**src/rtl/rgbsm_pkg.sv**
```systemverilog
package rgbsm_pkg;

  // Default line buffer depth
  localparam int MAX_WIDTH_DEF = 1024;

  // Field widths
  localparam int PIX_W      = 8;
  localparam int ROW_W      = 16;
  localparam int OUT_COL_W  = 10;
  localparam int IMG_W_W    = 11;
  localparam int EMIT_W     = 26;
  localparam int LINE_W     = 2 * PIX_W;
  localparam int IN_DATA_W  = 3 * PIX_W;
  localparam int OUT_PAD_W  = 6;
  localparam int OUT_DATA_W = 2 * PIX_W + ROW_W + OUT_COL_W + OUT_PAD_W;

  // Configuration port
  localparam int CFG_ADDR_W = 1;
  localparam int CFG_DATA_W = 16;
  localparam int RESET_WIDTH  = 640;
  localparam int RESET_HEIGHT = 480;

  typedef enum logic [CFG_ADDR_W-1:0] {
    REG_IMAGE_WIDTH  = 1'b0,
    REG_IMAGE_HEIGHT = 1'b1
  } cfg_reg_t;

  typedef enum logic {
    MODE_PIXEL = 1'b0,
    MODE_FLUSH = 1'b1
  } mode_t;

  // Reciprocal constants: x/3 and x/9 exact over the sum ranges used
  localparam int DIV3_MUL = 683;
  localparam int DIV3_SH  = 11;
  localparam int DIV9_MUL = 3641;
  localparam int DIV9_SH  = 15;

  // Item entering the line buffer stage
  typedef struct packed {
    logic [PIX_W-1:0] gray;
    logic             emit;
    logic             last;
    logic [ROW_W-1:0] orow;
  } pos_t;

  // Sum of three 8-bit components divided by three, truncated
  function automatic logic [PIX_W-1:0] div3(input logic [9:0] sum);
    logic [20:0] prod;
    prod = 21'(sum) * 21'(DIV3_MUL);
    return prod[DIV3_SH +: PIX_W];
  endfunction

  // Sum of nine 8-bit values divided by nine, truncated
  function automatic logic [PIX_W-1:0] div9(input logic [11:0] sum);
    logic [23:0] prod;
    prod = 24'(sum) * 24'(DIV9_MUL);
    return prod[DIV9_SH +: PIX_W];
  endfunction

endpackage

```
**src/rtl/rgbsm_win.sv**
```systemverilog
module rgbsm_win import rgbsm_pkg::*; #(
  parameter int CW = $clog2(MAX_WIDTH_DEF),
  parameter int WW = $clog2(MAX_WIDTH_DEF + 1)
) (
  input  logic                 clk,
  input  logic                 rst_n,
  input  logic                 adv,
  input  logic                 s1_valid,
  input  pos_t                 s1,
  input  logic [CW-1:0]        s1_col,
  input  logic [CW-1:0]        s1_ocol,
  input  logic [WW-1:0]        w_eff,
  input  logic [ROW_W-1:0]     h_eff,
  input  logic [LINE_W-1:0]    rd_data,
  output logic                 wr_en,
  output logic [CW-1:0]        wr_addr,
  output logic [LINE_W-1:0]    wr_data,
  output logic                 out_valid,
  output logic [PIX_W-1:0]     out_gray,
  output logic [ROW_W-1:0]     out_row,
  output logic [OUT_COL_W-1:0] out_col,
  output logic                 out_last,
  output logic [PIX_W-1:0]     out_peak
);

  typedef struct packed {
    logic [ROW_W-1:0] orow;
    logic [CW-1:0]    ocol;
    logic             last;
    logic             interior;
  } side_t;

  logic [PIX_W-1:0] win_r [9];
  logic             v2_r, v3_r, v4_r, v5_r, out_valid_r;
  side_t            side2_r, side3_r, side4_r, side5_r, side_in;
  logic [PIX_W-1:0] center3_r, center4_r, center5_r;
  logic [9:0]       rs3_r [3];
  logic [11:0]      sum4_r;
  logic [PIX_W-1:0] quot5_r;
  logic [PIX_W-1:0] peak_r, peak_sel, gray_sel;
  logic [PIX_W-1:0] out_gray_r, out_peak_r;
  logic [ROW_W-1:0] out_row_r;
  logic [OUT_COL_W-1:0] out_col_r;
  logic             out_last_r;

  // Interior test on the released pixel
  always_comb begin
    side_in.orow     = s1.orow;
    side_in.ocol     = s1_ocol;
    side_in.last     = s1.last;
    side_in.interior = (s1.orow != '0)
                    && ((17'(s1.orow) + 17'd2) <= 17'(h_eff))
                    && (s1_ocol != '0)
                    && (((WW+1)'(s1_ocol) + (WW+1)'(2)) <= (WW+1)'(w_eff));
  end

  // Write back: the row above moves to two above, new gray to the row above
  assign wr_en   = adv && s1_valid;
  assign wr_addr = s1_col;
  assign wr_data = {rd_data[PIX_W-1:0], s1.gray};

  // Pick the result and the running peak
  always_comb begin
    gray_sel = side5_r.interior ? quot5_r : center5_r;
    peak_sel = (side5_r.interior && (quot5_r > peak_r)) ? quot5_r : peak_r;
  end

  // Window, stage valids and peak
  always_ff @(posedge clk) begin
    if (!rst_n) begin
      for (int i = 0; i < 9; i++) begin
        win_r[i] <= '0;
      end
      v2_r        <= 1'b0;
      v3_r        <= 1'b0;
      v4_r        <= 1'b0;
      v5_r        <= 1'b0;
      out_valid_r <= 1'b0;
      peak_r      <= '0;
    end else if (adv) begin
      if (s1_valid) begin
        for (int r = 0; r < 3; r++) begin
          win_r[r*3]     <= win_r[r*3 + 1];
          win_r[r*3 + 1] <= win_r[r*3 + 2];
        end
        win_r[2] <= rd_data[LINE_W-1:PIX_W];
        win_r[5] <= rd_data[PIX_W-1:0];
        win_r[8] <= s1.gray;
      end
      v2_r        <= s1_valid && s1.emit;
      v3_r        <= v2_r;
      v4_r        <= v3_r;
      v5_r        <= v4_r;
      out_valid_r <= v5_r;
      if (v5_r) begin
        peak_r <= side5_r.last ? '0 : peak_sel;
      end
    end
  end

  // Sum tree, divide and output register
  always_ff @(posedge clk) begin
    if (adv) begin
      side2_r <= side_in;
      for (int r = 0; r < 3; r++) begin
        rs3_r[r] <= 10'(win_r[r*3]) + 10'(win_r[r*3 + 1]) + 10'(win_r[r*3 + 2]);
      end
      side3_r   <= side2_r;
      center3_r <= win_r[4];
      sum4_r    <= 12'(rs3_r[0]) + 12'(rs3_r[1]) + 12'(rs3_r[2]);
      side4_r   <= side3_r;
      center4_r <= center3_r;
      quot5_r   <= div9(sum4_r);
      side5_r   <= side4_r;
      center5_r <= center4_r;
      if (v5_r) begin
        out_gray_r <= gray_sel;
        out_row_r  <= side5_r.orow;
        out_col_r  <= OUT_COL_W'(side5_r.ocol);
        out_last_r <= side5_r.last;
        out_peak_r <= peak_sel;
      end
    end
  end

  assign out_valid = out_valid_r;
  assign out_gray  = out_gray_r;
  assign out_row   = out_row_r;
  assign out_col   = out_col_r;
  assign out_last  = out_last_r;
  assign out_peak  = out_peak_r;

endmodule

```
**config.mk**
```make
export PLATFORM = sky130hd
export DESIGN_NAME = rgbsm_win
export DESIGN_NICKNAME = d
export VERILOG_FILES = /design/src/rtl/rgbsm_pkg.sv /design/src/rtl/rgbsm_win.sv
export SDC_FILE = /design/constraint.sdc
export NUM_CORES = 1
export LEC_CHECK = 0
export BUFFER_PORTS_ARGS = -buffer_cell sky130_fd_sc_hd__buf_4
export CAP_MARGIN = 20
export CORE_AREA = 2 2 172 174
export DETAILED_ROUTE_END_ITERATION = 12
export DIE_AREA = 0 0 174 176
export GPL_TIMING_DRIVEN = 0
export PLACE_DENSITY = 0.73
export SLEW_MARGIN = 0
export SYNTH_ARGS = -nofsm -noshare
export SYNTH_HDL_FRONTEND = slang
export SYNTH_SLANG_ARGS = --single-unit
```
**constraint.sdc**
```tcl
create_clock -name clk -period 6.4 [get_ports clk]
set_input_delay 1.28 -clock clk [delete_from_list [all_inputs] [get_ports clk]]
set_output_delay 1.28 -clock clk [all_outputs]
set_load 0.005 [all_outputs]
```
==> results of run 1 <==
==> through the flow <==
step	setup TNS, ps	std cells	area, um^2	hold WS (ps)
6_report	0	1721	18700	396
5_1_grt	0	1721	18700	404
4_1_cts	0	1721	18700	401
3_5_place_dp	0	1661	17500	405
3_3_place_gp	-18300	1659	17500	400
2_1_floorplan	0	1122	15800	400
==> layout make-up <==
cell class	instances	area (um^2)
Fill cell	2129	9810
Sequential cell	314	9300
Multi-Input combinational cell	626	5760
Timing Repair Buffer	155	1210
Clock buffer	38	887
Inverter	139	523
Tap cell	384	480
Clock inverter	22	318
Buffer	43	259
==> sequential cells by signal, indices dropped and copies added (netlist names), 10 cells and up <==
register	flops
out_row	16
side5_r	28
rs3_r	30
win_r	72
side2_r	28
out_col	10
side4_r	28
side3_r	28
sum4_r	12
==> metal layers <==
metal / wire length [um] / track usage / up-vias
li1: - / - / 4329
met1: 11500 / 0.229 / 4260
met2: 13100 / 0.305 / 211
met3: 1280 / 0.0334 / 45
met4: 657 / 0.0543 / 0
met5: 0 / 0 / -
==> logic make-up after synthesis <==
logic type / Yosys count
simple gates: 253
mux: 13
xor+xnor: 50
fa+ha+maj: 201
buf+inv: 182
flops: 314
compound gates: 109
==> worst max-delay path: cells and delay by family, from the launching register on <==
| family | cells | cell delay (ps) |
|---|---|---|
| AO/OA/AOI/OAI | 3 | 630 |
| AND/OR/NAND/NOR | 3 | 860 |
| buffers and inverters | 4 | 210 |
| adder cells (fa/ha/maj) | 6 | 2630 |
| flip-flops | 1 | 540 |
==> worst paths after layout <==
kind	to	slack, ps
setup / recovery	quot5_r[7]$_DFFE_PP_	1420
hold / removal	center4_r[3]$_DFFE_PP_	400
setup reg to reg	quot5_r[7]$_DFFE_PP_	1420
hold reg to reg	center4_r[3]$_DFFE_PP_	400
==> placed cells by master, fill, tap and decap left out, drive strengths merged, types with 4 or more instances in the layout <==
cell type and count:
inv 140, nand3 26, ha 134, and3 8
nand2 39, and2 74, edfxtp 301, nor3 9
xor2 17, o21ai 27, clkbuf 55, fa 67
buf 181, dfxtp 13, xnor2 33, a21o 17
nand4 10, nand3b 8, or4 4, nor3b 10
nor2b 13, bufinv 7, a21boi 12, clkinv 11
o221ai 10, nor4 7, nand2b 7, mux2 10
nor2 37, a21oi 20
==> flow_summary.json, run 1 <==
{
  "status": "complete, no violations",
  "place_ws_ps": 1400,
  "synth.avg_cell_area_um2": 14.1,
  "grt_overflow": 0,
  "die_y_um": 176,
  "worst_slew_pin_slew_ps": 845,
  "synth.most_common_cell": "edfxtp_1",
  "synth-seq-cells": 314,
  "drt_wl_total_um": 26500,
  "drc": 0,
  "dieArea_um2": 30600,
  "cts-root-buf": "clkbuf_16",
  "fmax_mhz": 201,
  "cts_buffers": 34,
  "max_cap_viol_count": 0,
  "synthDistinctLibCells": 48,
  "port_buffers": 153,
  "fp-row-count": 62,
  "rsz0062_at_grt": "false",
  "synthXorXnorAreaFrac": 0.0277,
  "crit_chain": "fa_1 > ha_1 > inv_1 > fa_1 > inv_1 > fa_1 > inv_1 > fa_1 > inv_1 > ha_1 > nor4_2 > o21ai_1 > o221ai_2 > a31oi_2 > or4_1 > nand3_1",
  "crit_arrival_ps": 5370,
  "max_stage_delay_ps": 540,
  "cts_tree": "done",
  "fp.coreArea_um2": 28500,
  "areaGrowthSynthToFinish_pct": 18.4,
  "synth_edf_count": 301,
  "start_util": 0.554,
  "fin_util": 0.656,
  "postSynth.asyncResetShare": 0,
  "critPathMaxFanout": 4,
  "finalHoldViolCount": 0,
  "vias_per_cell": 5.14,
  "synth_warnings": 0,
  "worstRegToRegCells": 16,
  "wire_per_inst_um": 15.4,
  "ys_seq_area_frac": 0.588,
  "antenna_found_initial": 1,
  "timing.rr.start": "sum4_r[7]$_DFFE_PP_",
  "synth_mux_area_frac": 0.00901,
  "finalCritPeriodShare": 0.779,
  "hp-class": "reg2reg",
  "cts_buffer_depth": 3,
  "synth_area_leader_cell": "edfxtp_1",
  "worstSkewPairLatency_ps": 520,
  "synth_area_um2": 15800,
  "die_w_um": 174,
  "clkTransAtPathRegs_ps": 60,
  "min_period_ps": 4980,
  "hold_start": "center3_r[3]$_DFFE_PP_",
  "slew_headroom": 0.436,
  "hold_depth": 0,
  "ioPinCount": 164,
  "grt_pass1_vias": 8915,
  "setup-violations-final": 0,
  "fin_nets": 1607,
  "ys_top_cells_by_area": "edfxtp_1, ha_1, fa_1, inv_1, and2_1",
  "grt_pass1_wl_um": 43200,
  "h-tree-depth": 2,
  "crit_slowest_cell": "edfxtp_1",
  "yosys-top-cells-count": "edfxtp_1, inv_1, ha_1",
  "cts_hold_buffers": 0,
  "ant_nets": 0,
  "synth_top_area_frac": 0.571,
  "path_class": "reg2reg",
  "routed-via-count": 8845,
  "gp_congestion": 0.866,
  "post_cts_buffers": 0,
  "synth_compound_area_frac": 0.0485,
  "worst_slack_ps": 1420,
  "grt_max_degree": 107,
  "synth_adder_area_share": 0.191,
  "critPathRequiredTime_ps": 6780,
  "endpoint_kind": "register",
  "synth-simple-area-share": 0.0874,
  "grt_usage": 0.177,
  "synth_top_family_by_area": "adder cells",
  "yosys_most_used_dff": "edfxtp_1",
  "synth_nets": 1416,
  "dr.pass1.iters": 5,
  "syn-instance-count": 1122,
  "antenna_cells": 0,
  "startpoint": "sum4_r[7]$_DFFE_PP_",
  "drtIter0Drc": 540,
  "cts_resized": 0,
  "clock_sinks": 314,
  "slew_viol_final": 0,
  "dp_hpwl_um": 19200,
  "worst_setup_path_start_kind": "register",
  "layout-drive-gt1-share": 0.187,
  "skew_ps": 27.1
}
Power of run 1 is left out: the tool's default activity adds up to more than one toggle a clock period on the data nets, which glitch-free logic cannot reach.
==> run 2: changes to the inputs <==
==> constraint.sdc (replaced) <==
create_clock -name clk -period 5.1 [get_ports clk]
set_input_delay 1.02 -clock clk [delete_from_list [all_inputs] [get_ports clk]]
set_output_delay 1.02 -clock clk [all_outputs]
set_load 0.005 [all_outputs]
==> flow_summary.json, run 2 (synthesized netlist as in run 1, its figures left out) <==
{
  "dieArea_um2": 30600,
  "grt_overflow": 0,
  "h-tree-depth": 2,
  "vias_per_cell": 5.13,
  "layout-drive-gt1-share": 0.192,
  "finalCritPeriodShare": 0.946,
  "port_buffers": 153,
  "antenna_found_initial": 1,
  "grt_pass1_wl_um": 43200,
  "fillers": 2129,
  "worstSkewPairLatency_ps": 520,
  "status": "complete, no violations",
  "dp_hpwl_um": 19200,
  "path_class": "reg2reg",
  "cts-root-buf": "clkbuf_16",
  "crit_family": "adder cells",
  "dr.pass1.iters": 5,
  "fmax_mhz": 207,
  "max_stage_delay_ps": 530,
  "reg_top3": "win_r (72), rs3_r (30)",
  "final_area_um2": 18800,
  "fin_nets": 1615,
  "cts_hold_buffers": 0,
  "slew_viol_final": 0,
  "worst_setup_path_start_kind": "register",
  "grt_usage": 0.177,
  "grt_max_degree": 107,
  "fp.coreArea_um2": 28500,
  "routed-via-count": 8872,
  "ant_nets": 0,
  "cts_tree": "done",
  "hp-class": "reg2reg",
  "regMostFlops": "win_r",
  "setup-violations-final": 0,
  "final_cell_mix": "edfxtp_1, buf_4, inv_1",
  "die_y_um": 176,
  "start_util": 0.554,
  "cts_buffers": 34,
  "post_dp_cell_area_um2": 17500,
  "place_ws_ps": 102,
  "crit_buf_inv": 4,
  "drtIter0Drc": 530,
  "areaGrowthSynthToFinish_pct": 18.7,
  "crit_chain": "fa_1 > ha_1 > inv_1 > fa_1 > inv_1 > fa_1 > inv_1 > fa_1 > inv_1 > ha_1 > nor4_2 > o21ai_1 > o221ai_2 > a31oi_2 > or4_1 > nand3_1",
  "max_cap_viol_count": 0,
  "layout_commonest_cell": "edfxtp_1",
  "ioPinCount": 164,
  "finalHoldViolCount": 0,
  "cts_resized": 0,
  "endpoint_kind": "register",
  "worst_slew_pin_slew_ps": 851,
  "antenna_cells": 0,
  "clock_sinks": 314,
  "slew_headroom": 0.432,
  "crit_slowest_cell": "fa_1",
  "drt_wl_total_um": 26700,
  "wire_per_inst_um": 15.4,
  "largest_reg_flops": 72,
  "clkTransAtPathRegs_ps": 60,
  "critPathMaxFanout": 4,
  "min_period_ps": 4820,
  "cts_buffer_depth": 3,
  "grt_pass1_vias": 8915,
  "fp-row-count": 62,
  "post_cts_buffers": 0,
  "die_w_um": 174,
  "skew_ps": 27.9,
  "critPathRequiredTime_ps": 5480,
  "gp_congestion": 0.866,
  "crit_arrival_ps": 5210,
  "drc": 0,
  "worst_slack_ps": 278
}
## run 2: cell types whose count changed in the layout (fill, tap and decap cells not counted), sizes merged
cell  delta
buf      +8
## run 2: metrics by stage
stage | std cells | hold WS [ps] | setup TNS [ps] | utilization
2_1_floorplan | 1122 | 400 | 0 | -
3_3_place_gp | 1659 | 400 | -93180 | 0.612
3_5_place_dp | 1661 | 405 | 0 | 0.614
4_1_cts | 1721 | 401 | 0 | 0.656
5_1_grt | 1729 | 404 | -0.568 | 0.658
6_report | 1729 | 394 | 0 | 0.658
## run 2: worst paths after layout
kind                          start                     end  slack (ps)  cells after the start
min          center3_r[2]$_DFFE_PP_  center4_r[2]$_DFFE_PP_         390                      0
max reg2reg     sum4_r[7]$_DFFE_PP_    quot5_r[7]$_DFFE_PP_         280                     16
min reg2reg  center3_r[2]$_DFFE_PP_  center4_r[2]$_DFFE_PP_         390                      0
max             sum4_r[7]$_DFFE_PP_    quot5_r[7]$_DFFE_PP_         280                     16
## run 2: per-layer routing
| metal | share of wire | GRT usage | vias up | routed length (um) |
|---|---|---|---|---|
| li1 | - | - | 4346 | - |
| met1 | 0.44 | 0.229 | 4279 | 11700 |
| met2 | 0.49 | 0.305 | 203 | 13100 |
| met3 | 0.047 | 0.0334 | 44 | 1250 |
| met4 | 0.025 | 0.0543 | 0 | 664 |
| met5 | 0 | 0 | - | 0 |
## run 2: layout make-up
cell class,instances,area [um^2],share of cell area
Clock inverter,22,318,0.0169
Tap cell,384,480,0.0256
Timing Repair Buffer,163,1270,0.0676
Buffer,43,259,0.0138
Inverter,139,523,0.0278
Clock buffer,38,887,0.0472
Sequential cell,314,9300,0.495
Multi-Input combinational cell,626,5760,0.306
## run 2: worst reg2reg max path: stages (launching register included)
cell and delay [ps]:
edfxtp_1 490, fa_1 520, ha_1 330, inv_1 70, fa_1 530, inv_1 50, fa_1 500, inv_1 60
fa_1 530, inv_1 40, ha_1 230, nor4_2 270, o21ai_1 110, o221ai_2 200, a31oi_2 200, or4_1 500
nand3_1 90
Power of run 2 is left out for the same reason.
==> run 3: changes to the inputs <==
--- a/config.mk
+++ b/config.mk
@@ -7,11 +7,13 @@
 export LEC_CHECK = 0
 export BUFFER_PORTS_ARGS = -buffer_cell sky130_fd_sc_hd__buf_4
 export CAP_MARGIN = 20
-export CORE_AREA = 2 2 172 174
+export CELL_PAD_IN_SITES_DETAIL_PLACEMENT = 0
+export CELL_PAD_IN_SITES_GLOBAL_PLACEMENT = 1
+export CORE_AREA = 2 2 183 185
 export DETAILED_ROUTE_END_ITERATION = 12
-export DIE_AREA = 0 0 174 176
+export DIE_AREA = 0 0 185 187
 export GPL_TIMING_DRIVEN = 0
-export PLACE_DENSITY = 0.73
+export PLACE_DENSITY = 0.77
 export SLEW_MARGIN = 0
 export SYNTH_ARGS = -nofsm -noshare
 export SYNTH_HDL_FRONTEND = slang
==> flow_summary.json, run 3 (synthesized netlist as in run 1, its figures left out) <==
{
  "antenna_found_initial": 0,
  "start_util": 0.482,
  "drt_wl_total_um": 26400,
  "crit_slowest_cell": "fa_1",
  "slew_viol_final": 0,
  "wire_per_inst_um": 14.8,
  "hp-class": "reg2reg",
  "largest_reg_flops": 72,
  "worst_setup_path_start_kind": "register",
  "grt_overflow": 0,
  "gp_congestion": 0.829,
  "grt_pass1_wl_um": 43800,
  "grt_usage": 0.160,
  "finalCritPeriodShare": 0.948,
  "vias_per_cell": 4.86,
  "fp-row-count": 67,
  "layout_commonest_cell": "edfxtp_1",
  "critPathMaxFanout": 4,
  "path_class": "reg2reg",
  "ioPinCount": 164,
  "finalHoldViolCount": 0,
  "max_stage_delay_ps": 520,
  "skew_ps": 26.5,
  "areaGrowthSynthToFinish_pct": 17.8,
  "fmax_mhz": 207,
  "drtIter0Drc": 427,
  "regMostFlops": "win_r",
  "routed-via-count": 8687,
  "endpoint_kind": "register",
  "dp_hpwl_um": 19300,
  "min_period_ps": 4830,
  "crit_arrival_ps": 5220,
  "drc": 0,
  "max_cap_viol_count": 0,
  "cts_buffers": 34,
  "reg_top3": "win_r (72), rs3_r (30)",
  "crit_chain": "fa_1 > ha_1 > inv_1 > fa_1 > inv_1 > fa_1 > inv_1 > fa_1 > inv_1 > ha_1 > nor4_2 > o21ai_1 > o221ai_2 > a31oi_2 > or4_1 > nand3_1",
  "grt_pass1_vias": 8836,
  "post_cts_buffers": 0,
  "clkTransAtPathRegs_ps": 60,
  "slew_headroom": 0.423,
  "crit_family": "adder cells",
  "fillers": 2730,
  "rsz0062_at_grt": "false",
  "critPathRequiredTime_ps": 5480,
  "die_w_um": 185,
  "cts_hold_buffers": 0,
  "status": "complete, no violations",
  "layout-drive-gt1-share": 0.184,
  "final_cell_mix": "edfxtp_1, buf_4, inv_1",
  "whs_ps": 402,
  "fin_nets": 1610,
  "cts_tree": "done",
  "setup-violations-final": 0,
  "crit_buf_inv": 4,
  "worstSkewPairLatency_ps": 520,
  "dieArea_um2": 34600,
  "port_buffers": 153,
  "worst_slew_pin_slew_ps": 865,
  "clock_sinks": 314,
  "cts_resized": 0,
  "fp.coreArea_um2": 32900,
  "cts_buffer_depth": 3,
  "ant_nets": 0,
  "antenna_cells": 0,
  "die_y_um": 187,
  "grt_max_degree": 98,
  "dr.pass1.iters": 5,
  "cts-root-buf": "clkbuf_16",
  "h-tree-depth": 2
}
run 3: cell types whose count changed in the layout (fill, tap and decap cells not counted), sizes merged:
cell / change
clkbuf: +5
bufinv: -7
clkinvlp: -1
inv: +1
buf: -5
clkinv: +1
run 3: layout make-up:
type / count / area (um^2) / share of cell area
plain buffers: 43 / 259 / 0.0139
inverters: 139 / 523 / 0.0280
clock buffers: 43 / 926 / 0.0496
well taps: 448 / 561 / 0.0301
multi-input cells: 626 / 5760 / 0.309
repair buffers: 158 / 1230 / 0.0658
flip-flops and latches: 314 / 9300 / 0.499
clock inverters: 16 / 100 / 0.00537
run 3: routing by layer:
layer	part of all wire	wire [um]	track usage	up-vias
met5	0	0	0	-
met4	0.026	674	0.0495	0
met3	0.039	1020	0.0273	42
met2	0.49	12800	0.266	163
met1	0.45	11800	0.215	4154
li1	-	-	-	4328
run 3: final timing paths:
kind	start	end	slack [ps]	cells past startpoint
max	sum4_r[7]$_DFFE_PP_	quot5_r[7]$_DFFE_PP_	270	16
min	side4_r[0]$_DFFE_PP_	side5_r[0]$_DFFE_PP_	400	0
max reg2reg	sum4_r[7]$_DFFE_PP_	quot5_r[7]$_DFFE_PP_	270	16
min reg2reg	side4_r[0]$_DFFE_PP_	side5_r[0]$_DFFE_PP_	400	0
run 3: metrics by stage:
step | utilization | TNS [ps] | std cells | instance area, um^2 | setup slack [ps]
global placement | 0.534 | -102030 | 1723 | 17500 | -1420
global route | 0.568 | 0 | 1787 | 18600 | 8.41
CTS | 0.567 | 0 | 1784 | 18600 | 121
detailed placement | 0.536 | 0 | 1725 | 17600 | 108
floorplan | - | 0 | 1122 | 15800 | 505
finish | 0.568 | 0 | 1787 | 18600 | 266
run 3: worst register-to-register path, stage by stage, from the launching register on:
cell and delay [ps]:
edfxtp_1 490, fa_1 520, ha_1 330, inv_1 70, fa_1 520, inv_1 50
fa_1 490, inv_1 50, fa_1 520, inv_1 50, ha_1 220, nor4_2 250
o21ai_1 110, o221ai_2 250, a31oi_2 210, or4_1 500, nand3_1 90
Power of run 3 is left out for the same reason.
