**src/rtl/rgbsm_pkg.sv**
```systemverilog
package rgbsm_pkg;

  // Default line buffer depth
  localparam int MAX_WIDTH_DEF = 1024;

  // Field widths
  localparam int PIX_W      = 8;
  localparam int ROW_W      = 16;
  localparam int OUT_COL_W  = 10;
  localparam int IMG_W_W    = 11;
  localparam int EMIT_W     = 26;
  localparam int LINE_W     = 2 * PIX_W;
  localparam int IN_DATA_W  = 3 * PIX_W;
  localparam int OUT_PAD_W  = 6;
  localparam int OUT_DATA_W = 2 * PIX_W + ROW_W + OUT_COL_W + OUT_PAD_W;

  // Configuration port
  localparam int CFG_ADDR_W = 1;
  localparam int CFG_DATA_W = 16;
  localparam int RESET_WIDTH  = 640;
  localparam int RESET_HEIGHT = 480;

  typedef enum logic [CFG_ADDR_W-1:0] {
    REG_IMAGE_WIDTH  = 1'b0,
    REG_IMAGE_HEIGHT = 1'b1
  } cfg_reg_t;

  typedef enum logic {
    MODE_PIXEL = 1'b0,
    MODE_FLUSH = 1'b1
  } mode_t;

  // Reciprocal constants: x/3 and x/9 exact over the sum ranges used
  localparam int DIV3_MUL = 683;
  localparam int DIV3_SH  = 11;
  localparam int DIV9_MUL = 3641;
  localparam int DIV9_SH  = 15;

  // Item entering the line buffer stage
  typedef struct packed {
    logic [PIX_W-1:0] gray;
    logic             emit;
    logic             last;
    logic [ROW_W-1:0] orow;
  } pos_t;

  // Sum of three 8-bit components divided by three, truncated
  function automatic logic [PIX_W-1:0] div3(input logic [9:0] sum);
    logic [20:0] prod;
    prod = 21'(sum) * 21'(DIV3_MUL);
    return prod[DIV3_SH +: PIX_W];
  endfunction

  // Sum of nine 8-bit values divided by nine, truncated
  function automatic logic [PIX_W-1:0] div9(input logic [11:0] sum);
    logic [23:0] prod;
    prod = 24'(sum) * 24'(DIV9_MUL);
    return prod[DIV9_SH +: PIX_W];
  endfunction

endpackage

```
**src/rtl/rgbsm_pos.sv**
```systemverilog
module rgbsm_pos import rgbsm_pkg::*; #(
  parameter int MAX_WIDTH = MAX_WIDTH_DEF,
  parameter int CW = $clog2(MAX_WIDTH),
  parameter int WW = $clog2(MAX_WIDTH + 1),
  parameter int TW = WW + ROW_W
) (
  input  logic             clk,
  input  logic             rst_n,
  input  logic             adv,
  input  logic             accept,
  input  logic             mode,
  input  logic [PIX_W-1:0] red,
  input  logic [PIX_W-1:0] green,
  input  logic [PIX_W-1:0] blue,
  input  logic [WW-1:0]    w_eff,
  input  logic [ROW_W-1:0] h_eff,
  input  logic [TW-1:0]    total,
  output logic             rd_en,
  output logic [CW-1:0]    rd_addr,
  output logic             s1_valid,
  output pos_t             s1,
  output logic [CW-1:0]    s1_col,
  output logic [CW-1:0]    s1_ocol
);

  localparam int CMPW = (TW > EMIT_W) ? TW : EMIT_W;

  logic [CW-1:0]     in_col_r, col_nxt;
  logic [ROW_W-1:0]  in_row_r, row_nxt;
  logic [EMIT_W-1:0] cnt_r, cnt_nxt, cnt_inc;
  logic              s1_valid_r;
  pos_t              s1_r;
  logic [CW-1:0]     s1_col_r, s1_ocol_r;

  logic              tail, take, emit, wrap, last;
  logic [9:0]        rgb_sum;
  logic [PIX_W-1:0]  gray;
  logic [CW-1:0]     ocol;
  logic [ROW_W-1:0]  orow;

  // Classify the item and work out the pixel it releases
  always_comb begin
    tail    = in_row_r >= h_eff;
    take    = accept && !((mode == MODE_FLUSH) && !tail);
    rgb_sum = 10'(red) + 10'(green) + 10'(blue);
    gray    = tail ? '0 : div3(rgb_sum);
    emit    = (in_row_r >= 16'd2) || ((in_row_r == 16'd1) && (in_col_r != '0));
    if (in_col_r != '0) begin
      ocol = in_col_r - 1'b1;
      orow = in_row_r - 16'd1;
    end else begin
      ocol = CW'(w_eff - 1'b1);
      orow = in_row_r - 16'd2;
    end
    wrap    = (WW'(in_col_r) + WW'(1)) >= w_eff;
    cnt_inc = cnt_r + 1'b1;
    last    = emit && (CMPW'(cnt_inc) >= CMPW'(total));
  end

  // Advance the raster position; restart it after the frame's last result
  always_comb begin
    col_nxt = in_col_r;
    row_nxt = in_row_r;
    cnt_nxt = cnt_r;
    if (take) begin
      if (last) begin
        col_nxt = '0;
        row_nxt = '0;
        cnt_nxt = '0;
      end else begin
        if (wrap) begin
          col_nxt = '0;
          row_nxt = in_row_r + 16'd1;
        end else begin
          col_nxt = in_col_r + 1'b1;
        end
        if (emit) begin
          cnt_nxt = cnt_inc;
        end
      end
    end
  end

  // Position state and stage valid
  always_ff @(posedge clk) begin
    if (!rst_n) begin
      in_col_r   <= '0;
      in_row_r   <= '0;
      cnt_r      <= '0;
      s1_valid_r <= 1'b0;
    end else begin
      in_col_r <= col_nxt;
      in_row_r <= row_nxt;
      cnt_r    <= cnt_nxt;
      if (adv) begin
        s1_valid_r <= take;
      end
    end
  end

  // Hold the item for the line buffer stage
  always_ff @(posedge clk) begin
    if (take) begin
      s1_r.gray <= gray;
      s1_r.emit <= emit;
      s1_r.last <= last;
      s1_r.orow <= orow;
      s1_col_r  <= in_col_r;
      s1_ocol_r <= ocol;
    end
  end

  assign rd_en    = take;
  assign rd_addr  = in_col_r;
  assign s1_valid = s1_valid_r;
  assign s1       = s1_r;
  assign s1_col   = s1_col_r;
  assign s1_ocol  = s1_ocol_r;

endmodule

```
**config.mk**
```make
export PLATFORM = sky130hd
export DESIGN_NAME = rgbsm_pos
export DESIGN_NICKNAME = d
export VERILOG_FILES = /design/src/rtl/rgbsm_pkg.sv /design/src/rtl/rgbsm_pos.sv
export SDC_FILE = /design/constraint.sdc
export NUM_CORES = 1
export LEC_CHECK = 0
export BUFFER_PORTS_ARGS = -buffer_cell sky130_fd_sc_hd__buf_2
export CAP_MARGIN = 10
export CORE_MARGIN = 2
export CORE_UTILIZATION = 55
export CTS_CLUSTER_DIAMETER = 150
export DETAILED_ROUTE_END_ITERATION = 8
export PLACE_DENSITY = 0.78
export REMOVE_ABC_BUFFERS = 1
export SLEW_MARGIN = 20
export SYNTH_ARGS = -nofsm -noshare
export SYNTH_HDL_FRONTEND = slang
export SYNTH_SLANG_ARGS = --single-unit
```
**constraint.sdc**
```tcl
create_clock -name clk -period 14.2 [get_ports clk]
set_input_delay 1.42 -clock clk [delete_from_list [all_inputs] [get_ports clk]]
set_output_delay 1.42 -clock clk [all_outputs]
set_load 0.02 [all_outputs]
```
==> results of run 1 <==
==> through the flow <==
stage / hold slack (ns) / setup WS (ns) / utilization / instance area [µm²]
floorplan: 0.440 / 6.52 / - / 8390
global placement: 0.458 / 6.01 / 0.616 / 9360
detailed placement: 0.462 / 5.68 / 0.616 / 9360
CTS: 0.472 / 6.03 / 0.636 / 9670
global route: 0.491 / 5.59 / 0.636 / 9670
finish: 0.469 / 6.05 / 0.636 / 9670
==> worst max-delay path, cell delays in order <==
cell and delay [ns]:
buf_2 0.07, inv_1 0.04, fa_1 0.54, inv_1 0.05, ha_1 0.22, fa_1 0.40
a21o_1 0.19, a21oi_1 0.21, nor2b_1 0.09, or4_1 0.40, o2111ai_1 0.31, inv_1 0.19
ha_1 0.35, ha_1 0.32, inv_1 0.08, fa_1 0.44, fa_1 0.55, inv_1 0.05
ha_1 0.29, ha_1 0.33, a21oi_1 0.14, o21ai_0 0.14, o41ai_1 0.66, o21ai_0 0.34
a2111o_1 0.46, o21ai_0 0.08
==> kinds of logic (layout without fill, tap and decap cells) <==
group                      after synthesis  after routing  share of synthesized area
adders and majority gates              159            159                      0.259
DFF                                     99             99                      0.285
buffers and inverters                  162            280                     0.0728
xor gates and xnor gates                66             66                     0.0675
muxes                                    9              9                     0.0105
and+or+nand+nor                        287            287                      0.169
AOI/OAI and AO/OA                      173            173                      0.136
==> report_power, final <==
part / internal [mW] / switching [mW] / total (mW)
Clock: 0.154 / 0.111 / 0.265
Combinational: 0.716 / 0.921 / 1.64
Sequential: 0.394 / 0.00879 / 0.402
Total: 1.26 / 1.04 / 2.30
==> worst min-delay path by stage <==
stage / start / end / slack, ns / cells after the start
final: cnt_r[17] / cnt_r[17] / 0.47 / 2
after global routing: cnt_r[17] / cnt_r[17] / 0.49 / 2
after CTS: cnt_r[15] / cnt_r[15] / 0.47 / 2
after detailed placement: cnt_r[15] / cnt_r[15] / 0.46 / 2
after global placement: cnt_r[17] / cnt_r[17] / 0.46 / 2
after floorplan: cnt_r[15] / cnt_r[15] / 0.44 / 2
==> cell type report <==
class / instances / area share
Sequential cell: 99 / 0.252
Tap cell: 188 / 0.0243
Inverter: 120 / 0.0466
Clock buffer: 9 / 0.0233
Timing Repair Buffer: 144 / 0.0755
Clock inverter: 7 / 0.00944
Multi-Input combinational cell: 694 / 0.568
==> cell usage after synthesis (all sizes together), types with 2 or more instances <==
cell,instances
a21oi,51
or3,5
nand2b,2
dfxtp,53
o41ai,6
ha,129
a2bb2oi,9
xor2,27
a32oi,6
clkbuf,34
edfxtp,46
xnor2,39
o2111ai,2
nand4,20
or4,8
o31ai,6
nor2b,8
or2,8
nor4,8
and2,4
a41oi,3
nor3,23
and3,21
inv,120
o21bai,2
fa,30
buf,8
mux2i,9
nand4b,6
nor2,46
nand2,79
a31oi,6
a32o,8
a211oi,2
a22oi,2
nand3,46
o21a,5
o21ai,32
o211ai,6
o311a,2
a21o,14
o22ai,4
==> registers in the layout (all words and copies together) (netlist names) <==
signal / count
cnt_r: 26
s1: 26
in_row_r: 16
rd_addr: 10
s1_col: 10
s1_ocol: 10
s1_valid: 1
==> per-layer routing <==
metal / vias up / wire length, µm
met3: 21 / 673
met1: 3298 / 9180
met5: - / 0
li1: 3618 / -
met4: 0 / 336
met2: 161 / 8650
==> run_results.csv, run 1 <==
group,metric,value,unit
timing,period_minus_slack,8.15,ns
floorplanning,design.core.area,0.0152,mm²
critical_path,critical_path_required,14.39,ns
critical_path,crit_start,"red[1]",
routing,ant_nets,0,
routing,vias_per_cell,5.63,
global_route,grt_pass1_vias,6515,
clock_network,clk_latency,0.35,ns
finish,multi_input_area,0.00550,mm²
timing,finalCritPeriodShare,0.574,
routing,drt-total-wl,18.8,mm
finish,layout_common_cells,"140 x buf_2, 129 x ha_1, 118 x inv_1",
global_route,grt_max_degree,67,
routing,vias,7098,
floorplanning,rows,45,
global_route,gr-usage-met2,0.374,
critical_path,critPathMaxFanout,4,
critical_path,worst_ep_arrival_time,8.34,ns
critical_path,crit_type,"in2reg",
global_route,antenna_found_initial,0,
floorplanning,start_util,0.563,
min_path,hp-class,"reg2reg",
placement,place.gp.congestion,0.890,
outcome,status,"finished clean",
global_route,met1_usage,0.336,
logic_synthesis,syn_avg_cell_area,8.96,µm²
clock_network,postCtsHoldBufs,0,
clock_network,cts-buffers-inserted,9,
timing,fmax,0.123,GHz
logic_synthesis,synth.distinct_cells,59,
clock_network,root_buffer,"clkbuf_16",
critical_path,crit_path_end,"s1[25]",
timing,clock_skew,0.00801,ns
flow_run,drv_cap,0,
floorplanning,chipWidth,129,µm
logic_synthesis,synth_area,0.00856,mm²
timing,finalHoldViolCount,0,
routing,wl_per_cell,14.9,µm
pwr,power.density,238,mW/mm²
routing,drc,0,
clock_network,cts_tree,"yes",
timing,rsz0062_at_grt,"no",
timing,setup_viol,0,
pwr,ir_drop,0.460,mV
critical_path,r2r_cells,16,
critical_path,r2r-end,"in_row_r[11]",
placement,io_buffers,140,
critical_path,crit_path_end_kind,"register",
clock_network,path_clk_slew,0.07,ns
timing,slew_headroom,0.304,
floorplanning,dieHeight,129,µm
finish,finalNetCount,1310,
placement,dp_hpwl,14.2,mm
critical_path,r2r_slack,9.44,ns
finish,syn_to_final_growth,13.0,%
logic_synthesis,synth_top_area_frac,0.189,
finish,num_antenna_cells,0,
logic_synthesis,ys_warn_count,0,
timing,worst_pin_slew,1.04,ns
logic_synthesis,ys_top_cells_by_area,"ha_1 19%, edfxtp_1 16%, dfxtp_1 12%",
logic_synthesis,yosysSeqAreaShare,0.285,
timing,fin_tns_setup,0,ns
global_route,busiest_layer,"met2",
logic_synthesis,synth_cells,955,
global_route,grt_util_all_layers,0.235,
critical_path,rr_startpoint,"cnt_r[0]",
finish,regArea,0.00244,mm²
floorplanning,ios,141,
timing,final_max_slew_viol_count,0,
finish,layout_commonest_cell,"buf_2",
global_route,gr-total-overflow,0,
global_route,grt_pass1_wl,31.3,mm
logic_synthesis,synth_area_leader_cell,"ha_1",
critical_path,startpoint_type,"input pin",
finish,layoutNonFillerInstCount,1261,
clock_network,cts_setup_buffers,0,
finish,fillCellCount,1276,
routing,first_pass_iters,5,
clock_network,cts_resized,0,
logic_synthesis,synthFlopType,"dfxtp_1",
clock_network,cts.sink_count,99,
clock_network,clk_path_buf_depth,2,
finish,drive_gt1_frac,0.162,
pwr,finalPower,2.30,mW
routing,drtIter0Drc,642,
clock_network,cts.htree.levels,3,
logic_synthesis,postSynth.asyncResetShare,0,
logic_synthesis,ys_ff_latch,99,
pwr,power.leakage,4.70,nW
floorplanning,die_area,0.0166,mm²
logic_synthesis,synth_edf_count,46,
placement,place_inst,1245,
global_route,use_met3,0.0249,
Power figures use the tool's default switching activity.
==> run 2, diff against run 1 <==
ABC_AREA = 1   (was unset)
CORE_UTILIZATION = 54   (was 55)
PLACE_DENSITY = 0.79   (was 0.78)
clock period = 7.4 ns   (was 14.2 ns; I/O delays follow)
==> run 2 against run 1 <==
Sequential power increased by 89%. Synthesized cell count rose by 38%. Highest routed layer unchanged. Worst hold slack improved by 0.047 ns. Sequential share of layout area fell by 2.3 points. Critical endpoint is now s1[24].
==> run_results.csv, run 2 <==
group,metric,value,unit
timing,fmax,0.158,GHz
pwr,p_int,2.54,mW
routing,ant_nets,0,
finish,drive_gt1_frac,0.133,
finish,layout_common_cells,"279 x nand2_1, 234 x inv_1, 155 x nor2_1",
critical_path,worst_path_most_repeated_cell,"a21oi_1",
clock_network,postCtsHoldBufs,0,
pwr,sw_frac_of_total,0.523,
outcome,status,"finished clean",
timing,clock_skew,0.0101,ns
critical_path,crit_type,"in2reg",
floorplanning,dieHeight,137,µm
placement,place_inst,1650,
critical_path,r2r_slack,3.33,ns
logic_synthesis,ys_warn_count,0,
global_route,gr-usage-met2,0.400,
routing,first_pass_iters,8,
global_route,use_met3,0.0367,
finish,layoutNonFillerInstCount,1666,
critical_path,crit_path_end_kind,"register",
logic_synthesis,synth_edf_count,46,
floorplanning,chipWidth,137,µm
clock_network,path_clk_slew,0.07,ns
global_route,met1_usage,0.330,
logic_synthesis,synth_top_cells_by_count,"279 x nand2_1, 234 x inv_1, 155 x nor2_1",
placement,place.gp.congestion,0.906,
routing,drt-total-wl,22.3,mm
timing,period_minus_slack,6.34,ns
floorplanning,start_util,0.553,
finish,syn_to_final_growth,11.4,%
routing,drc,0,
logic_synthesis,yosysMostFrequentCell,"nand2_1",
floorplanning,design.core.area,0.0173,mm²
pwr,comb_power_share,0.770,
critical_path,crit_start,"red[3]",
pwr,pwr-share-clk,0.087,
finish,num_antenna_cells,0,
pwr,switching_power,2.78,mW
clock_network,root_buffer,"clkbuf_16",
global_route,grt_max_degree,56,
logic_synthesis,synth.distinct_cells,42,
critical_path,r2r-end,"in_row_r[11]",
clock_network,cts_setup_buffers,0,
logic_synthesis,synthFlopType,"dfxtp_1",
pwr,ir_drop,0.782,mV
finish,postLayoutCellArea,0.0107,mm²
timing,final_max_slew_viol_count,0,
pwr,power.density,500,mW/mm²
logic_synthesis,ys_ff_latch,99,
floorplanning,rows,48,
global_route,grt_util_all_layers,0.244,
critical_path,rr_startpoint,"cnt_r[0]",
logic_synthesis,synth_cells,1316,
timing,setup_viol,0,
global_route,grt_pass1_vias,7966,
logic_synthesis,yosysSeqAreaShare,0.255,
logic_synthesis,postSynth.asyncResetShare,0,
timing,finalCritPeriodShare,0.857,
logic_synthesis,ys_top_cells_by_area,"ha_1 17%, edfxtp_1 14%, dfxtp_1 11%",
global_route,busiest_layer,"met2",
global_route,grt_pass1_wl,36.8,mm
clock_network,clk_path_buf_depth,2,
pwr,power.leakage,5.74,nW
clock_network,clk_latency,0.36,ns
pwr,seqPwrFrac,0.143,
clock_network,cts.htree.levels,3,
routing,vias,8625,
routing,vias_per_cell,5.18,
finish,regArea,0.00244,mm²
global_route,antenna_found_initial,0,
global_route,gr-total-overflow,0,
critical_path,critPathMaxFanout,4,
finish,finalNetCount,1678,
placement,postPlaceCellArea,0.0104,mm²
logic_synthesis,synth_area_leader_cell,"ha_1",
finish,multi_input_area,0.00602,mm²
timing,fin_tns_setup,0,ns
clock_network,cts_resized,0,
critical_path,cp_slowest_cell,"fa_1",
clock_network,cts-buffers-inserted,9,
critical_path,critical_path_required,7.51,ns
finish,fillCellCount,1592,
critical_path,crit_path_end,"s1[24]",
timing,rsz0062_at_grt,"no",
logic_synthesis,synth_area,0.00957,mm²
flow_run,drv_cap,0,
placement,io_buffers,140,
min_path,hp-class,"reg2reg",
timing,finalHoldViolCount,0,
logic_synthesis,syn_avg_cell_area,7.27,µm²
critical_path,max_stage_delay,0.54,ns
floorplanning,die_area,0.0188,mm²
critical_path,startpoint_type,"input pin",
finish,layout_commonest_cell,"nand2_1",
logic_synthesis,synth_top_area_frac,0.169,
clock_network,cts_tree,"yes",
critical_path,worst_ep_arrival_time,6.45,ns
clock_network,cts.sink_count,99,
floorplanning,ios,141,
routing,wl_per_cell,13.4,µm
pwr,finalPower,5.33,mW
timing,slew_headroom,0.255,
routing,drtIter0Drc,641,
critical_path,r2r_cells,22,
timing,worst_pin_slew,1.12,ns
placement,dp_hpwl,17.3,mm
==> run 2: cell types whose count changed in the layout (fill, tap and decap cells not counted), sizes merged, moves of 10 or more <==
cell and change:
a21o -10, xnor2 -32, a21oi +30, nand3 +35, nor2 +117, inv +128, and3 -21, xor2 +35
nand2 +206
==> run 2: logic make-up (layout without fill, tap and decap cells) <==
kind of cell / count (synthesis) / in the layout / synth area share
and+or+nand+nor: 584 / 584 / 0.264
buffers and inverters: 279 / 404 / 0.116
adders and majority gates: 159 / 159 / 0.231
AOI/OAI and AO/OA: 125 / 125 / 0.0694
DFF: 99 / 99 / 0.255
xor gates and xnor gates: 69 / 69 / 0.0632
muxes: 1 / 1 / 0.00118
==> run 2: critical path, delay by kind of cell <==
family / cells / cell delay (ns)
AND/OR/NAND/NOR: 5 / 0.49
AO/OA/AOI/OAI: 8 / 1.40
adder cells (fa/ha/maj): 8 / 3.19
buffers and inverters: 4 / 0.28
XOR/XNOR: 1 / 0.34
==> run 2: power by group through the flow <==
stage	clock network (mW)	registers [mW]	logic [mW]
floorplan	0	0.816	3.10
global placement	0	0.772	4.00
detailed placement	0	0.772	4.08
CTS	0.469	0.760	4.11
global route	0.492	0.764	4.73
finish	0.464	0.759	4.10
==> run 2: worst min path at each step <==
stage | cells after the start | slack (ns) | from | to
6_report | 0 | 0.52 | rd_addr[1] | s1_col[1]
4_1_cts | 0 | 0.50 | rd_addr[1] | s1_col[1]
2_1_floorplan | 4 | 0.51 | cnt_r[25] | cnt_r[25]
5_1_grt | 0 | 0.53 | rd_addr[1] | s1_col[1]
3_3_place_gp | 0 | 0.48 | rd_addr[1] | s1_col[1]
3_5_place_dp | 0 | 0.48 | rd_addr[1] | s1_col[1]
==> run 2: through the flow <==
step	hold slack [ns]	util	worst slack (ns)
4_1_cts	0.503	0.616	1.08
3_5_place_dp	0.485	0.600	0.714
6_report	0.516	0.616	1.06
2_1_floorplan	0.506	-	1.26
3_3_place_gp	0.482	0.600	0.912
5_1_grt	0.534	0.616	0.660
==> run 2: layer usage <==
layer  vias up  part of all wire
met5         -                 0
met4         0             0.020
met3        31             0.060
met2       264              0.46
met1      3924              0.46
li1       4406                 -
==> run 2: final cells by class <==
type | count | share of cell area
multi-input cells | 938 | 0.565
flip-flops and latches | 99 | 0.229
inverters | 247 | 0.0871
repair buffers | 141 | 0.0665
well taps | 225 | 0.0264
clock buffers | 10 | 0.0215
clock inverters | 6 | 0.00446
==> run 3, diff against run 2 <==
--- a/config.mk
+++ b/config.mk
@@ -10,9 +10,11 @@
 export CAP_MARGIN = 10
+export CELL_PAD_IN_SITES_DETAIL_PLACEMENT = 0
+export CELL_PAD_IN_SITES_GLOBAL_PLACEMENT = 2
 export CORE_MARGIN = 2
-export CORE_UTILIZATION = 54
+export CORE_UTILIZATION = 30
 export CTS_CLUSTER_DIAMETER = 150
 export DETAILED_ROUTE_END_ITERATION = 8
-export PLACE_DENSITY = 0.79
+export PLACE_DENSITY_LB_ADDON = 0.1
 export REMOVE_ABC_BUFFERS = 1
-export SLEW_MARGIN = 20
+export SLEW_MARGIN = 30
 export SYNTH_ARGS = -nofsm -noshare
--- a/constraint.sdc
+++ b/constraint.sdc
@@ -3,2 +3,2 @@
 set_output_delay 0.74 -clock clk [all_outputs]
-set_load 0.02 [all_outputs]
+set_load 0.01 [all_outputs]
==> run 3 against run 2 <==
Clock skew increased by 0.0046 ns. Via count down 5.2%. Core utilization fell by 27 points. Global-route usage is 8.3 points lower. Clock power rose by 5.0%. Combinational power hardly changed. Clock-buffer cell count is 2 higher. Critical endpoint is now s1[22]. Sequential cell count unchanged. Register-to-register slack lost 0.34 ns.
==> run_results.csv, run 3 (synthesis gave the netlist of run 2 again) <==
group,metric,value,unit
outcome,status,"finished clean",
routing,drc,0,
global_route,grt_pass1_vias,8193,
timing,setup_viol,0,
critical_path,crit_type,"in2reg",
finish,fin_util,0.347,
clock_network,path_clk_slew,0.08,ns
placement,io_buffers,140,
routing,met1_length,13.0,mm
timing,slew_headroom,0.437,
global_route,grt_max_degree,59,
routing,met3_length,766,µm
critical_path,worst_path_most_repeated_cell,"fa_1",
timing,worst_pin_slew,0.842,ns
routing,vias,8175,
routing,wl_met2,12.0,mm
critical_path,critPathMaxFanout,4,
timing,final_max_slew_viol_count,0,
placement,postPlaceCellArea,0.0106,mm²
critical_path,startpoint_type,"input pin",
finish,drive_gt1_frac,0.135,
routing,vias_per_cell,4.43,
finish,layoutNonFillerInstCount,1845,
clock_network,cts_tree,"yes",
timing,finalWorstSetupSlack,1.08,ns
floorplanning,design.core.area,0.0315,mm²
clock_network,clk_latency,0.36,ns
flow_run,drv_cap,0,
pwr,power.density,491,mW/mm²
timing,clock_skew,0.0147,ns
routing,highest_layer,"met4",
critical_path,crit_family,"adder cells",
timing,rsz0062_at_grt,"no",
global_route,gr-total-overflow,0,
pwr,power.leakage,5.75,nW
finish,finalNetCount,1680,
finish,num_antenna_cells,0,
critical_path,cp_slowest_cell,"fa_1",
routing,first_pass_iters,7,
placement,place.gp.congestion,0.811,
global_route,antenna_found_initial,0,
clock_network,root_buffer,"clkbuf_16",
floorplanning,die_area,0.0333,mm²
placement,place_inst,1829,
min_path,hp-class,"reg2reg",
floorplanning,chipWidth,183,µm
global_route,grt_util_all_layers,0.161,
finish,layout_commonest_cell,"nand2_1",
clock_network,cts.htree.levels,3,
timing,fmax,0.158,GHz
floorplanning,ios,141,
critical_path,worst_ep_arrival_time,6.42,ns
global_route,grt_pass1_wl,42.5,mm
floorplanning,start_util,0.304,
clock_network,cts_resized,0,
finish,postLayoutCellArea,0.0109,mm²
placement,preCtsSetupSlack,0.705,ns
floorplanning,dieHeight,183,µm
critical_path,path_cells,"buf_2 -> inv_1 -> fa_1 -> inv_1 -> ha_1 -> fa_1 -> nand3_1 -> nand2_1 -> a21oi_1 -> xor2_1 -> ha_1 -> ha_1 -> fa_1 -> fa_1 -> inv_1 -> fa_1 -> inv_1 -> ha_1 -> a21oi_1 -> o21ai_0 -> a211oi_1 -> o21ai_0 -> o21ai_0 -> a21oi_1",
routing,drtIter0Drc,379,
finish,syn_to_final_growth,14.0,%
clock_network,postCtsHoldBufs,0,
clock_network,clk_path_buf_depth,2,
routing,drt-total-wl,26.0,mm
timing,finalCritPeriodShare,0.854,
timing,fin_tns_setup,0,ns
timing,period_minus_slack,6.32,ns
timing,whs,0.528,ns
pwr,finalPower,5.35,mW
finish,layout_common_cells,"279 x nand2_1, 234 x inv_1, 155 x nor2_1",
critical_path,critical_path_required,7.50,ns
routing,wl_per_cell,14.1,µm
clock_network,cts.sink_count,99,
routing,ant_nets,0,
placement,dp_hpwl,20.4,mm
critical_path,crit_path_end_kind,"register",
timing,finalHoldViolCount,0,
critical_path,path_buf_inv,5,
floorplanning,rows,65,
clock_network,cts_setup_buffers,0,
pwr,ir_drop,0.379,mV
critical_path,max_stage_delay,0.55,ns
clock_network,cts-buffers-inserted,9,
==> run 3: path summary, 6_finish.rpt <==
| check | from | end | slack, ns | depth (start not counted) |
|---|---|---|---|---|
| worst max register to register | cnt_r[0] | in_row_r[12] | 2.99 | 21 |
| worst min-delay path | rd_addr[8] | s1_col[8] | 0.53 | 0 |
| worst max-delay path | red[1] | s1[22] | 1.08 | 24 |
| worst min register to register | rd_addr[8] | s1_col[8] | 0.53 | 0 |
==> run 3: report_power, final <==
part	leakage [nW]	switching, mW	internal [mW]
combinational	4.78	2.53	1.57
sequential	0.831	0.0216	0.744
clock	0.144	0.236	0.250
total	5.75	2.79	2.56
==> run 3: layout make-up <==
type | count | area, µm²
multi-input combinational | 938 | 6020
clock buffer | 12 | 256
tap | 402 | 503
clock inverter | 4 | 30.0
sequential | 99 | 2440
inverter | 247 | 930
timing repair buffer | 143 | 723
fill | 3490 | 20600
==> run 3: layer usage <==
layer / up-vias / GRT usage
li1: 4398 / -
met1: 3657 / 0.222
met2: 110 / 0.270
met3: 10 / 0.0196
met4: 0 / 0.0335
met5: - / 0
